<file path="src/sv/lslc_pkg.sv">
package lslc_pkg;

   // configuration port geometry
   localparam int CSR_INDEX_W = 8;
   localparam int CSR_DATA_W  = 16;

   // register indexes
   localparam logic [CSR_INDEX_W-1:0] REG_DEADBAND      = 8'd0;
   localparam logic [CSR_INDEX_W-1:0] REG_VEL_THRESHOLD = 8'd1;
   localparam logic [CSR_INDEX_W-1:0] REG_CUR_THRESHOLD = 8'd2;
   localparam logic [CSR_INDEX_W-1:0] REG_STALL_TIME    = 8'd3;

   // register reset values
   localparam logic [6:0]  DEADBAND_RST      = 7'd10;
   localparam logic [9:0]  VEL_THRESHOLD_RST = 10'd5;
   localparam logic [15:0] CUR_THRESHOLD_RST = 16'd2500;
   localparam logic [15:0] STALL_TIME_RST    = 16'd50;

   // lockout direction codes
   typedef enum logic [1:0] {
      DIR_NONE = 2'd0,
      DIR_UP   = 2'd1,
      DIR_DOWN = 2'd2
   } dir_type;

   // live configuration
   typedef struct packed {
      logic [6:0]  deadband;
      logic [9:0]  velocity_threshold;
      logic [15:0] current_threshold;
      logic [15:0] stall_time_ms;
   } cfg_type;

endpackage

</file>
<file path="src/sv/lslc_req_if.sv">
interface lslc_req_if;
   logic               valid;
   logic               ready;
   logic               enable;
   logic signed [7:0]  stick;
   logic [31:0]        now_ms;
   logic signed [10:0] velocity_a;
   logic signed [10:0] velocity_b;
   logic [15:0]        current_a;
   logic [15:0]        current_b;
   logic signed [31:0] position_a;
   logic signed [31:0] position_b;

   modport source (
      output valid, enable, stick, now_ms, velocity_a, velocity_b,
             current_a, current_b, position_a, position_b,
      input  ready
   );
   modport sink (
      input  valid, enable, stick, now_ms, velocity_a, velocity_b,
             current_a, current_b, position_a, position_b,
      output ready
   );
endinterface

</file>
<file path="src/sv/lslc_rsp_if.sv">
interface lslc_rsp_if;
   logic               valid;
   logic               ready;
   logic               hold_mode;
   logic signed [7:0]  drive_value;
   logic signed [31:0] hold_target;
   logic [1:0]         lockout_direction;

   modport source (
      output valid, hold_mode, drive_value, hold_target, lockout_direction,
      input  ready
   );
   modport sink (
      input  valid, hold_mode, drive_value, hold_target, lockout_direction,
      output ready
   );
endinterface

</file>
<file path="src/sv/lift_stall_lockout_control_core.sv">
// Lift stall lockout control core.
// Each accepted request's response is held in the output register, valid in the cycle after acceptance.
// One transaction per clock while responses are taken; the lockout/timer state updates on each accepted request.
// The output register accepts a new request while its response is taken.
// Synchronous active-high reset: registers to defaults, lockout none, timer idle,
// held position zero, no response pending.
module lift_stall_lockout_control_core (
   input  logic                              clock,
   input  logic                              reset,
   lslc_req_if.sink                          req_if,
   lslc_rsp_if.source                        rsp_if,
   input  logic                              csr_we,
   input  logic [lslc_pkg::CSR_INDEX_W-1:0]  csr_index,
   input  logic [lslc_pkg::CSR_DATA_W-1:0]   csr_wdata
);
   import lslc_pkg::*;

   cfg_type            cfg_ff;
   dir_type            locked_dir_ff, locked_dir_in, dir_mid;
   logic               stall_timing_ff, stall_timing_in;
   logic [31:0]        stall_start_ff, stall_start_in;
   logic signed [31:0] held_pos_ff, held_pos_in;

   logic               rsp_valid_ff;
   logic               hold_mode_ff, hold_mode_in;
   logic signed [7:0]  drive_ff, drive_in;
   logic signed [31:0] target_ff;
   dir_type            lockout_ff;

   logic               accept;
   logic               stall_a, stall_b, stalled;
   logic [7:0]         stick_mag;
   logic signed [7:0]  y;
   logic               blocked, expired;
   logic [31:0]        elapsed;
   logic signed [32:0] pos_sum;
   logic signed [31:0] pos_avg;

   // configuration registers
   always_ff @(posedge clock) begin
      if (reset) begin
         cfg_ff.deadband           <= DEADBAND_RST;
         cfg_ff.velocity_threshold <= VEL_THRESHOLD_RST;
         cfg_ff.current_threshold  <= CUR_THRESHOLD_RST;
         cfg_ff.stall_time_ms      <= STALL_TIME_RST;
      end else if (csr_we) begin
         case (csr_index)
            REG_DEADBAND:      cfg_ff.deadband           <= csr_wdata[6:0];
            REG_VEL_THRESHOLD: cfg_ff.velocity_threshold <= csr_wdata[9:0];
            REG_CUR_THRESHOLD: cfg_ff.current_threshold  <= csr_wdata[15:0];
            REG_STALL_TIME:    cfg_ff.stall_time_ms      <= csr_wdata[15:0];
            default: ;
         endcase
      end
   end

   // one stall detector lane per motor
   lslc_motor_lane u_lane_a (
      .cfg      (cfg_ff),
      .velocity (req_if.velocity_a),
      .current  (req_if.current_a),
      .stalled  (stall_a)
   );

   lslc_motor_lane u_lane_b (
      .cfg      (cfg_ff),
      .velocity (req_if.velocity_b),
      .current  (req_if.current_b),
      .stalled  (stall_b)
   );

   // merge lane results
   assign stalled = stall_a | stall_b;

   // handshake: output register frees up when empty or being drained
   assign req_if.ready = !rsp_valid_ff || rsp_if.ready;
   assign accept       = req_if.valid && req_if.ready;

   // deadband on the stick
   assign stick_mag = req_if.stick[7] ? 8'(-req_if.stick) : 8'(req_if.stick);
   assign y = (stick_mag < {1'b0, cfg_ff.deadband}) ? 8'sd0 : req_if.stick;

   // floored average of both positions, 33-bit sum
   assign pos_sum = 33'(req_if.position_a) + 33'(req_if.position_b);
   assign pos_avg = pos_sum[32:1];

   // elapsed stall time; a fresh stall starts at zero
   assign elapsed = stall_timing_ff ? (req_if.now_ms - stall_start_ff) : 32'd0;
   assign expired = stalled && (elapsed > {16'd0, cfg_ff.stall_time_ms});

   // lockout release, then block check
   always_comb begin
      dir_mid = locked_dir_ff;
      if ((locked_dir_ff == DIR_UP && y <= 8'sd0) ||
          (locked_dir_ff == DIR_DOWN && y >= 8'sd0))
         dir_mid = DIR_NONE;
      blocked = (dir_mid == DIR_UP && y > 8'sd0) ||
                (dir_mid == DIR_DOWN && y < 8'sd0);
   end

   // next state and response
   always_comb begin
      locked_dir_in   = locked_dir_ff;
      stall_timing_in = stall_timing_ff;
      stall_start_in  = stall_start_ff;
      held_pos_in     = held_pos_ff;
      hold_mode_in    = 1'b0;
      drive_in        = 8'sd0;
      if (!req_if.enable) begin
         hold_mode_in    = 1'b1;
         stall_timing_in = 1'b0;
      end else if (blocked) begin
         locked_dir_in = dir_mid;
      end else begin
         locked_dir_in = dir_mid;
         if (stalled) begin
            stall_timing_in = 1'b1;
            if (!stall_timing_ff)
               stall_start_in = req_if.now_ms;
         end else begin
            stall_timing_in = 1'b0;
         end
         if (expired) begin
            locked_dir_in = (y > 8'sd0) ? DIR_UP : DIR_DOWN;
         end else begin
            drive_in    = y;
            held_pos_in = pos_avg;
         end
      end
   end

   // control state
   always_ff @(posedge clock) begin
      if (reset) begin
         locked_dir_ff   <= DIR_NONE;
         stall_timing_ff <= 1'b0;
         stall_start_ff  <= 32'd0;
         held_pos_ff     <= 32'sd0;
         rsp_valid_ff    <= 1'b0;
      end else begin
         if (accept) begin
            locked_dir_ff   <= locked_dir_in;
            stall_timing_ff <= stall_timing_in;
            stall_start_ff  <= stall_start_in;
            held_pos_ff     <= held_pos_in;
            rsp_valid_ff    <= 1'b1;
         end else if (rsp_if.ready) begin
            rsp_valid_ff <= 1'b0;
         end
      end
   end

   // response payload
   always_ff @(posedge clock) begin
      if (accept) begin
         hold_mode_ff <= hold_mode_in;
         drive_ff     <= drive_in;
         target_ff    <= held_pos_in;
         lockout_ff   <= locked_dir_in;
      end
   end

   assign rsp_if.valid             = rsp_valid_ff;
   assign rsp_if.hold_mode         = hold_mode_ff;
   assign rsp_if.drive_value       = drive_ff;
   assign rsp_if.hold_target       = target_ff;
   assign rsp_if.lockout_direction = lockout_ff;

   // hold transactions give a hold response with zero drive
   a_hold_resp: assert property (@(posedge clock) disable iff (reset)
      (accept && !req_if.enable) |=>
         (rsp_if.valid && rsp_if.hold_mode && rsp_if.drive_value == 8'sd0))
      else $error("hold transaction did not yield a zero-drive hold response");

   // enable low stops stall timing and keeps the held position
   a_hold_state: assert property (@(posedge clock) disable iff (reset)
      (accept && !req_if.enable) |=>
         (!stall_timing_ff && held_pos_ff == $past(held_pos_ff)))
      else $error("hold transaction changed the held position or kept timing");

   // a newly set lockout always drives zero
   a_lock_zero: assert property (@(posedge clock) disable iff (reset)
      (accept && req_if.enable && locked_dir_in != DIR_NONE &&
       locked_dir_in != locked_dir_ff) |=> (rsp_if.drive_value == 8'sd0))
      else $error("lockout set with nonzero drive");

   // response carries the lockout state that was stored
   a_lock_match: assert property (@(posedge clock) disable iff (reset)
      accept |=> (rsp_if.lockout_direction == locked_dir_ff &&
                  rsp_if.hold_target == held_pos_ff))
      else $error("response disagrees with stored state");
endmodule

</file>
<file path="src/sv/lslc_motor_lane.sv">
module lslc_motor_lane (
   input  lslc_pkg::cfg_type  cfg,
   input  logic signed [10:0] velocity,
   input  logic [15:0]        current,
   output logic               stalled
);
   import lslc_pkg::*;

   logic [10:0] speed_mag;

   // speed magnitude; -1024 gives 1024, which fits unsigned 11 bits
   assign speed_mag = velocity[10] ? 11'(-velocity) : 11'(velocity);

   // stall: slow and drawing high current
   assign stalled = (speed_mag < {1'b0, cfg.velocity_threshold}) &&
                    (current > cfg.current_threshold);
endmodule
</file>
<file path="src/flat_wrapper.sv">
// flat-port wrapper written by rule: the top's interface ports become plain ports
module lift_stall_lockout_control_core_flat import lslc_pkg::*;
  (clock, reset, csr_we, csr_index, csr_wdata, req_if_valid, req_if_enable, req_if_stick, req_if_now_ms, req_if_velocity_a, req_if_velocity_b, req_if_current_a, req_if_current_b, req_if_position_a, req_if_position_b, req_if_ready, rsp_if_valid, rsp_if_hold_mode, rsp_if_drive_value, rsp_if_hold_target, rsp_if_lockout_direction, rsp_if_ready);
  lslc_req_if req_if_i ();
  lslc_rsp_if rsp_if_i ();
  input  logic clock;
  input  logic reset;
  input  logic csr_we;
  input  logic [lslc_pkg::CSR_INDEX_W-1:0] csr_index;
  input  logic [lslc_pkg::CSR_DATA_W-1:0] csr_wdata;
  input wire logic [$bits(req_if_i.valid)-1:0] req_if_valid;
  input wire logic [$bits(req_if_i.enable)-1:0] req_if_enable;
  input wire logic [$bits(req_if_i.stick)-1:0] req_if_stick;
  input wire logic [$bits(req_if_i.now_ms)-1:0] req_if_now_ms;
  input wire logic [$bits(req_if_i.velocity_a)-1:0] req_if_velocity_a;
  input wire logic [$bits(req_if_i.velocity_b)-1:0] req_if_velocity_b;
  input wire logic [$bits(req_if_i.current_a)-1:0] req_if_current_a;
  input wire logic [$bits(req_if_i.current_b)-1:0] req_if_current_b;
  input wire logic [$bits(req_if_i.position_a)-1:0] req_if_position_a;
  input wire logic [$bits(req_if_i.position_b)-1:0] req_if_position_b;
  output wire logic [$bits(req_if_i.ready)-1:0] req_if_ready;
  output wire logic [$bits(rsp_if_i.valid)-1:0] rsp_if_valid;
  output wire logic [$bits(rsp_if_i.hold_mode)-1:0] rsp_if_hold_mode;
  output wire logic [$bits(rsp_if_i.drive_value)-1:0] rsp_if_drive_value;
  output wire logic [$bits(rsp_if_i.hold_target)-1:0] rsp_if_hold_target;
  output wire logic [$bits(rsp_if_i.lockout_direction)-1:0] rsp_if_lockout_direction;
  input wire logic [$bits(rsp_if_i.ready)-1:0] rsp_if_ready;
  assign req_if_i.valid = req_if_valid;
  assign req_if_i.enable = req_if_enable;
  assign req_if_i.stick = req_if_stick;
  assign req_if_i.now_ms = req_if_now_ms;
  assign req_if_i.velocity_a = req_if_velocity_a;
  assign req_if_i.velocity_b = req_if_velocity_b;
  assign req_if_i.current_a = req_if_current_a;
  assign req_if_i.current_b = req_if_current_b;
  assign req_if_i.position_a = req_if_position_a;
  assign req_if_i.position_b = req_if_position_b;
  assign req_if_ready = req_if_i.ready;
  assign rsp_if_valid = rsp_if_i.valid;
  assign rsp_if_hold_mode = rsp_if_i.hold_mode;
  assign rsp_if_drive_value = rsp_if_i.drive_value;
  assign rsp_if_hold_target = rsp_if_i.hold_target;
  assign rsp_if_lockout_direction = rsp_if_i.lockout_direction;
  assign rsp_if_i.ready = rsp_if_ready;
  lift_stall_lockout_control_core u_core (.clock(clock), .reset(reset), .req_if(req_if_i), .rsp_if(rsp_if_i), .csr_we(csr_we), .csr_index(csr_index), .csr_wdata(csr_wdata));
endmodule
</file>
<file path="config.mk">
export PLATFORM = sky130hd
export DESIGN_NAME = lift_stall_lockout_control_core_flat
export DESIGN_NICKNAME = d
export VERILOG_FILES = /design/src/sv/lslc_pkg.sv /design/src/sv/lslc_req_if.sv /design/src/sv/lslc_rsp_if.sv /design/src/sv/lift_stall_lockout_control_core.sv /design/src/sv/lslc_motor_lane.sv /design/src/flat_wrapper.sv
export SDC_FILE = /design/constraint.sdc
export NUM_CORES = 1
export LEC_CHECK = 0
export BUFFER_PORTS_ARGS = -buffer_cell sky130_fd_sc_hd__buf_2
export CAP_MARGIN = 20
export CORE_MARGIN = 1.5
export CORE_UTILIZATION = 51
export DETAILED_ROUTE_END_ITERATION = 6
export HOLD_SLACK_MARGIN = 0.02
export PLACE_DENSITY_LB_ADDON = 0.05
export SLEW_MARGIN = 5
export SYNTH_ARGS = -nofsm -noshare
export SYNTH_HDL_FRONTEND = slang
export SYNTH_SLANG_ARGS = --single-unit
</file>
<file path="constraint.sdc">
create_clock -name clock -period 6.7 [get_ports clock]
set_input_delay 1.34 -clock clock [delete_from_list [all_inputs] [get_ports clock]]
set_output_delay 1.34 -clock clock [all_outputs]
set_load 0.02 [all_outputs]
</file>
-- Word-level counts from Yosys, hierarchy flattened
Cells that the tools add are included.
- bits of input ports: 188
- word-level logic and storage cells: 80
- register bits after elaboration: 160
- output and inout bits: 45
- reduce and logical (&&, ||, !) cells: 21
- bitwise gates (word level): 4
- order comparisons: 10
- equal/unequal tests: 8
- add/sub/neg operators: 5
- mux-type cells: 19
- operator list (cell ; count):
    32-bit two-way mux ; 4
    32-bit by 32-bit adder with 33-bit output ; 1
    16-bit > comparator ; 2
    32-bit by 16-bit > comparator with 1-bit output ; 1
    32-bit subtractor ; 1
    11-bit by 10-bit < comparator with 1-bit output ; 2
    11-bit two-way mux ; 2
    11-bit negator ; 2
    8-bit by 2-bit equality test with 1-bit output (second input constant) ; 2
    8-bit two-way mux ; 2
    2-bit two-way mux ; 5
    2-bit AND reduction ; 5
    8-bit by 1-bit equality test with 1-bit output (second input constant) ; 1
    8-bit by 1-bit greater-or-equal comparator with 1-bit output (second input constant) ; 1
    8-bit by 1-bit > comparator with 1-bit output (second input constant) ; 1
    8-bit by 1-bit less-or-equal comparator with 1-bit output (second input constant) ; 1
    1-bit logical AND ; 8
    8-bit zero test ; 1
    8-bit by 1-bit < comparator with 1-bit output (second input constant) ; 1
    8-bit by 7-bit < comparator with 1-bit output ; 1
    8-bit negator ; 1
    1-bit two-way mux ; 6
    5-bit AND reduction ; 1
    2-bit by 1-bit equality test with 1-bit output (second input constant) ; 2
    8 further kinds ; 13

-- Longest topological paths before layout
- depth in word-level cells: 13
- mapped depth: 23
- depth with buffers taken out: 22

-- Modules after synthesis
A second synthesis with hierarchy kept.
- cells, all modules: 1462
- area, all modules: 11935.2 µm²
- by module, submodules not included (module ; cells each ; times used ; area each (µm²) ; sequential area each (µm²)):
    lift_stall_lockout_control_core ; 1224 ; 1 ; 10296.1 ; 3633.5
    lslc_motor_lane ; 119 ; 2 ; 819.5 ; 0.0

-- Least setup slack after synthesis
No wires, ideal clock.
- path type: input port to flip-flop
- start: input port req_if_now_ms[1]
- end: register u_core.target_ff[17], in the netlist u_core.rsp_if.hold_target[17] (data pin)
- data required time: 6.440 ns
- path buffers: 1
- setup slack: 1.024 ns
- arrival: 5.416 ns
- library setup time: 0.260 ns
- cell stages on the path: 21
- cell sequence: ha_1 > nor2b_1 > o31a_1 > o311a_1 > or2_2 > a21oi_1 > xor2_1 > nor2_1 > ha_1 > nand4_1 > nor4_1 > a211oi_1 > a21oi_1 > nor4_1 > o2111ai_1 > nor4_2 > and4_1 > nor2_1 > nor2_2 > buf_4 > mux2_2
- word-level cells in the longest chain between the ends: 7
- RTL lines (element ; RTL line ; text):
    from (decl) ; flat_wrapper.sv:14 ; input wire logic [$bits(req_if_i.now_ms)-1:0] req_if_now_ms;
    32-bit subtractor ; lift_stall_lockout_control_core.sv:88 ; assign elapsed = stall_timing_ff ? (req_if.now_ms - stall_start_ff) : 32'd0;
    32-bit two-way mux ; lift_stall_lockout_control_core.sv:88 ;
    32-bit by 16-bit > comparator with 1-bit output ; lift_stall_lockout_control_core.sv:89 ; assign expired = stalled && (elapsed > {16'd0, cfg_ff.stall_time_ms});
    1-bit logical AND ; lift_stall_lockout_control_core.sv:89 ;
    32-bit two-way mux ; lift_stall_lockout_control_core.sv:123 ; if (expired) begin
    32-bit two-way mux ; lift_stall_lockout_control_core.sv:112 ; end else if (blocked) begin
    32-bit two-way mux ; lift_stall_lockout_control_core.sv:109 ; if (!req_if.enable) begin
    net u_core.held_pos_in[17] ; lift_stall_lockout_control_core.sv:22 ; logic signed [31:0] held_pos_ff, held_pos_in;
    to (signal assigned) ; lift_stall_lockout_control_core.sv:158 ; target_ff <= held_pos_in;
    to (decl) ; lift_stall_lockout_control_core.sv:27 ; logic signed [31:0] target_ff;
The timed path passes the listed nets, and every way through them passes these cells.
A chain may end at the register's enable or synchronous reset.

-- Final worst setup path
- start: input port req_if_now_ms[8]
- end: register u_core.target_ff[31], in the netlist u_core.rsp_if.hold_target[31] (data pin)
The elaborated chain is that of the path after synthesis.

==> summary.txt <==
Pwr
  – P_int: roughly 1.9 mW
  – Clock Power Share: 0.337
  – Worst VDD drop: between 0.1 and 0.15 mV
  – Combinational fraction of design power: 0.281
  – Sw Share: 0.326
  – Flop pwr share: 0.383
  – NetSw: slightly above 0.9 mW
  – Leakage: 6.20 nW
  – Total power: 2.85 mW
  – Pwr Density: 203 nW/um2

Clock network
  – Clk_lat worst skew: between 0.4 and 0.5 ns
  – Root Buffer: clkbuf_16
  – Clock Path Buffers: 2
  – CTS tree: built
  – Resize count post-CTS: 0
  – Hold-fix buffers, CTS: 0
  – Clock Pin Slew Worst Setup and Hold Paths: about 0.070 ns
  – CTS H-Tree Depth: 4
  – Inserted Clock Buffers: 17
  – Post-CTS Setup Inserts: 0
  – Clk sinks: 160

Final layout
  – Area Growth Syn to Fin: 17.0%
  – Final net count: 1956
  – Share of layout cells above drive strength 1: 0.194
  – Most frequent cells in the layout: 231 x buf_2, 162 x nand2_1, 137 x ha_1, 134 x nor2_1, 117 x dfxtp_1
  – Commonest non-fill, non-tap cell in the layout: buf_2

Synthesis
  – Post-synth EDFFs: 43
  – Mapped Avg Cell Area: roughly 8.5 um2
  – Post-synth cell types: 76
  – Top FF cell, synth: dfxtp_1
  – Synth Cell Area: 12000 um2
  – Yosys warning count: 0
  – Post-synth ARST share: 0
  – Seq/Total Area, Yosys: 0.304
  – Post-Syn Instances: 1412
  – #FFs+latches synth: 160
  – Post-Syn Nets: between 1500 and 2000

Drt
  – Routed Antenna Nets: 0
  – Initial DRT Pass Iterations: 5
  – DR vias: 10900
  – Residual DRC count: 0
  – Iter 0 DRT Violations: 626
  – Final WL: around 30000 um
  – Via density: 5.55
  – Routed len/inst: 15.7 um

Critical path
  – Worst-path maximum fanout: 34
  – Arrival time at the worst endpoint: 6.20 ns
  – Crit-path cells: buf_2 -> ha_1 -> a21oi_1 -> o21ai_1 -> or3_1 -> o21ai_0 -> o21bai_1 -> xnor2_1 -> nor2_1 -> ha_1 -> nand4_1 -> nor4_1 -> a211oi_1 -> a21oi_1 -> nor4_1 -> o2111ai_1 -> nor4_2 -> and4_1 -> nor2_1 -> nor2_4 -> buf_12 -> mux2_1
  – Crit path capture type: register
  – CP required: 6.88 ns
  – Slowest cell delay on critical path: 0.56 ns
  – Critical Path Start Type: input pin
  – Critical-path top delay cell: nor2_1
  – Crit path kind: in2reg

Place
  – Final HPWL DP: 23900 um
  – IO buf count: between 200 and 250
  – RD Place Congestion: between 0.9 and 1

Global route
  – Number of global-route vias before repair: 10200
  – GR Layer Usage met3: 0.0786
  – Antenna violations before repair: 4
  – First-pass GRT wire length: a little under 50000 um
  – Met2 Use GR: 0.427
  – Met1 global-route usage: 0.316
  – Maximum number of pins on one net before global-route repair: 108
  – Most used routing layer: met2
  – Gr ovfl total: 0
  – GRT Util Overall: 0.253

STA
  – Worst Tran Pin Value: 1.03 ns
  – Sum Neg Setup Slack: 0 ns
  – Relative slew slack: 0.312
  – RSZ-0062 raised after global routing: no
  – Fin crit period: 6.02 ns
  – Final Hold Viols: 0
  – Fin crit share: 0.898
  – Final Skew: approximately 0.019 ns
  – Endpoints failing setup: 0
  – Max Freq: 166 MHz
  – Final Max Slew Viols: 0

Floorplanning
  – # IOs: 233
  – Placement Rows: between 50 and 60
  – Initial core utilization: 0.524
  – Die ar.: 24400 um2
  – Core footprint: between 20000 and 25000 um2
  – Die H: 156 um
  – Die X: between 150 and 200 um

Run status
  – Status: finished, final reports clean

Flow run
  – Max cap viols: 0

Min path
  – HP Class: reg2reg
==> area by class of cell <==
class	instances	area [um2]
Fill cell	2120	8850
Multi-Input combinational cell	1098	7720
Sequential cell	160	3630
Timing Repair Buffer	238	1250
Clock buffer	19	454
Inverter	114	428
Tap cell	313	392
Clock inverter	13	116
Antenna cell	2	5.00
==> path summary, 6_finish.rpt <==
| kind | from | endpoint | slack, ns | depth (start not counted) |
|---|---|---|---|---|
| max | req_if_now_ms[8] | u_core.rsp_if.hold_target[31]$_DFFE_PP_ | 0.68 | 22 |
| min | u_core.cfg_ff[39]$_SDFFE_PP0P_ | u_core.cfg_ff[39]$_SDFFE_PP0P_ | 0.45 | 2 |
| max reg2reg | u_core.stall_start_ff[8]$_SDFFE_PP0P_ | u_core.rsp_if.hold_target[31]$_DFFE_PP_ | 1.32 | 22 |
| min reg2reg | u_core.cfg_ff[39]$_SDFFE_PP0P_ | u_core.cfg_ff[39]$_SDFFE_PP0P_ | 0.45 | 2 |
==> power groups by stage <==
stage / clock, mW / sequential, mW / combinational, mW
after detailed placement: 0 / 1.11 / 0.793
after global placement: 0 / 1.11 / 0.781
final: 0.958 / 1.09 / 0.799
after CTS: 0.978 / 1.09 / 0.797
after global routing: 1.02 / 1.10 / 0.887
after floorplan: 0 / 1.15 / 0.517
==> cells in the mapped netlist, types with 16 or more instances <==
cell type  instances  area share
o211ai_1          24       0.015
nand2_1          162       0.051
a21o_1            32       0.020
nor2_1           134       0.042
mux2i_1           68       0.057
mux2_2            27       0.025
ha_1             137        0.14
xor2_1            17       0.012
xnor2_1           47       0.034
o21ai_0           52       0.022
nand2b_1          16      0.0084
edfxtp_1          43        0.11
nand3_1           21      0.0088
dfxtp_1          117        0.20
o21a_1            19       0.012
nor3_1            22      0.0092
inv_1            114       0.036
clkbuf_1          28      0.0088
a21oi_1          116       0.049
==> metrics by stage <==
step	instances	util	cell area [um2]	setup slack (ns)	hold slack, ns
3_3_place_gp	1922	0.586	13400	0.412	0.441
3_5_place_dp	1922	0.586	13400	0.225	0.443
6_report	1957	0.613	14000	0.682	0.451
2_1_floorplan	1412	-	12000	1.02	0.432
5_1_grt	1956	0.613	14000	0.125	0.469
4_1_cts	1954	0.611	14000	0.665	0.452
==> logic make-up after synthesis <==
| logic type | Yosys count | synth area share |
|---|---|---|
| AO/OA/AOI/OAI | 341 | 0.187 |
| XOR/XNOR | 64 | 0.0469 |
| adder cells (fa/ha/maj) | 139 | 0.147 |
| buffers and inverters | 154 | 0.0517 |
| flip-flops | 160 | 0.304 |
| multiplexers | 100 | 0.0870 |
| AND/OR/NAND/NOR | 454 | 0.177 |
==> flip-flops by register name (all words and copies together), names as in the netlist <==
signal                           cells
u_core.stall_timing_ff               1
u_core.held_pos_ff                  32
u_core.rsp_if.valid                  1
u_core.locked_dir_ff                 2
u_core.rsp_if.hold_target           32
u_core.rsp_if.drive_value            8
u_core.rsp_if.hold_mode              1
u_core.cfg_ff                       49
u_core.stall_start_ff               32
u_core.rsp_if.lockout_direction      2
==> metal layers <==
metal	vias to the layer above	share of wire	wire length (um)
li1	5498	-	-
met1	5056	0.45	13800
met2	270	0.46	14200
met3	35	0.072	2200
met4	6	0.012	371
met5	-	0.0011	34
==> critical path: cells and delay by family <==
kind	cells	cell delay (ns)
AO/OA/AOI/OAI	7	1.38
XOR/XNOR	1	0.15
multiplexers	1	0.33
buffers and inverters	2	0.31
AND/OR/NAND/NOR	9	1.97
adder cells (fa/ha/maj)	2	0.69
Note: power is estimated with default switching activity, not from simulation.
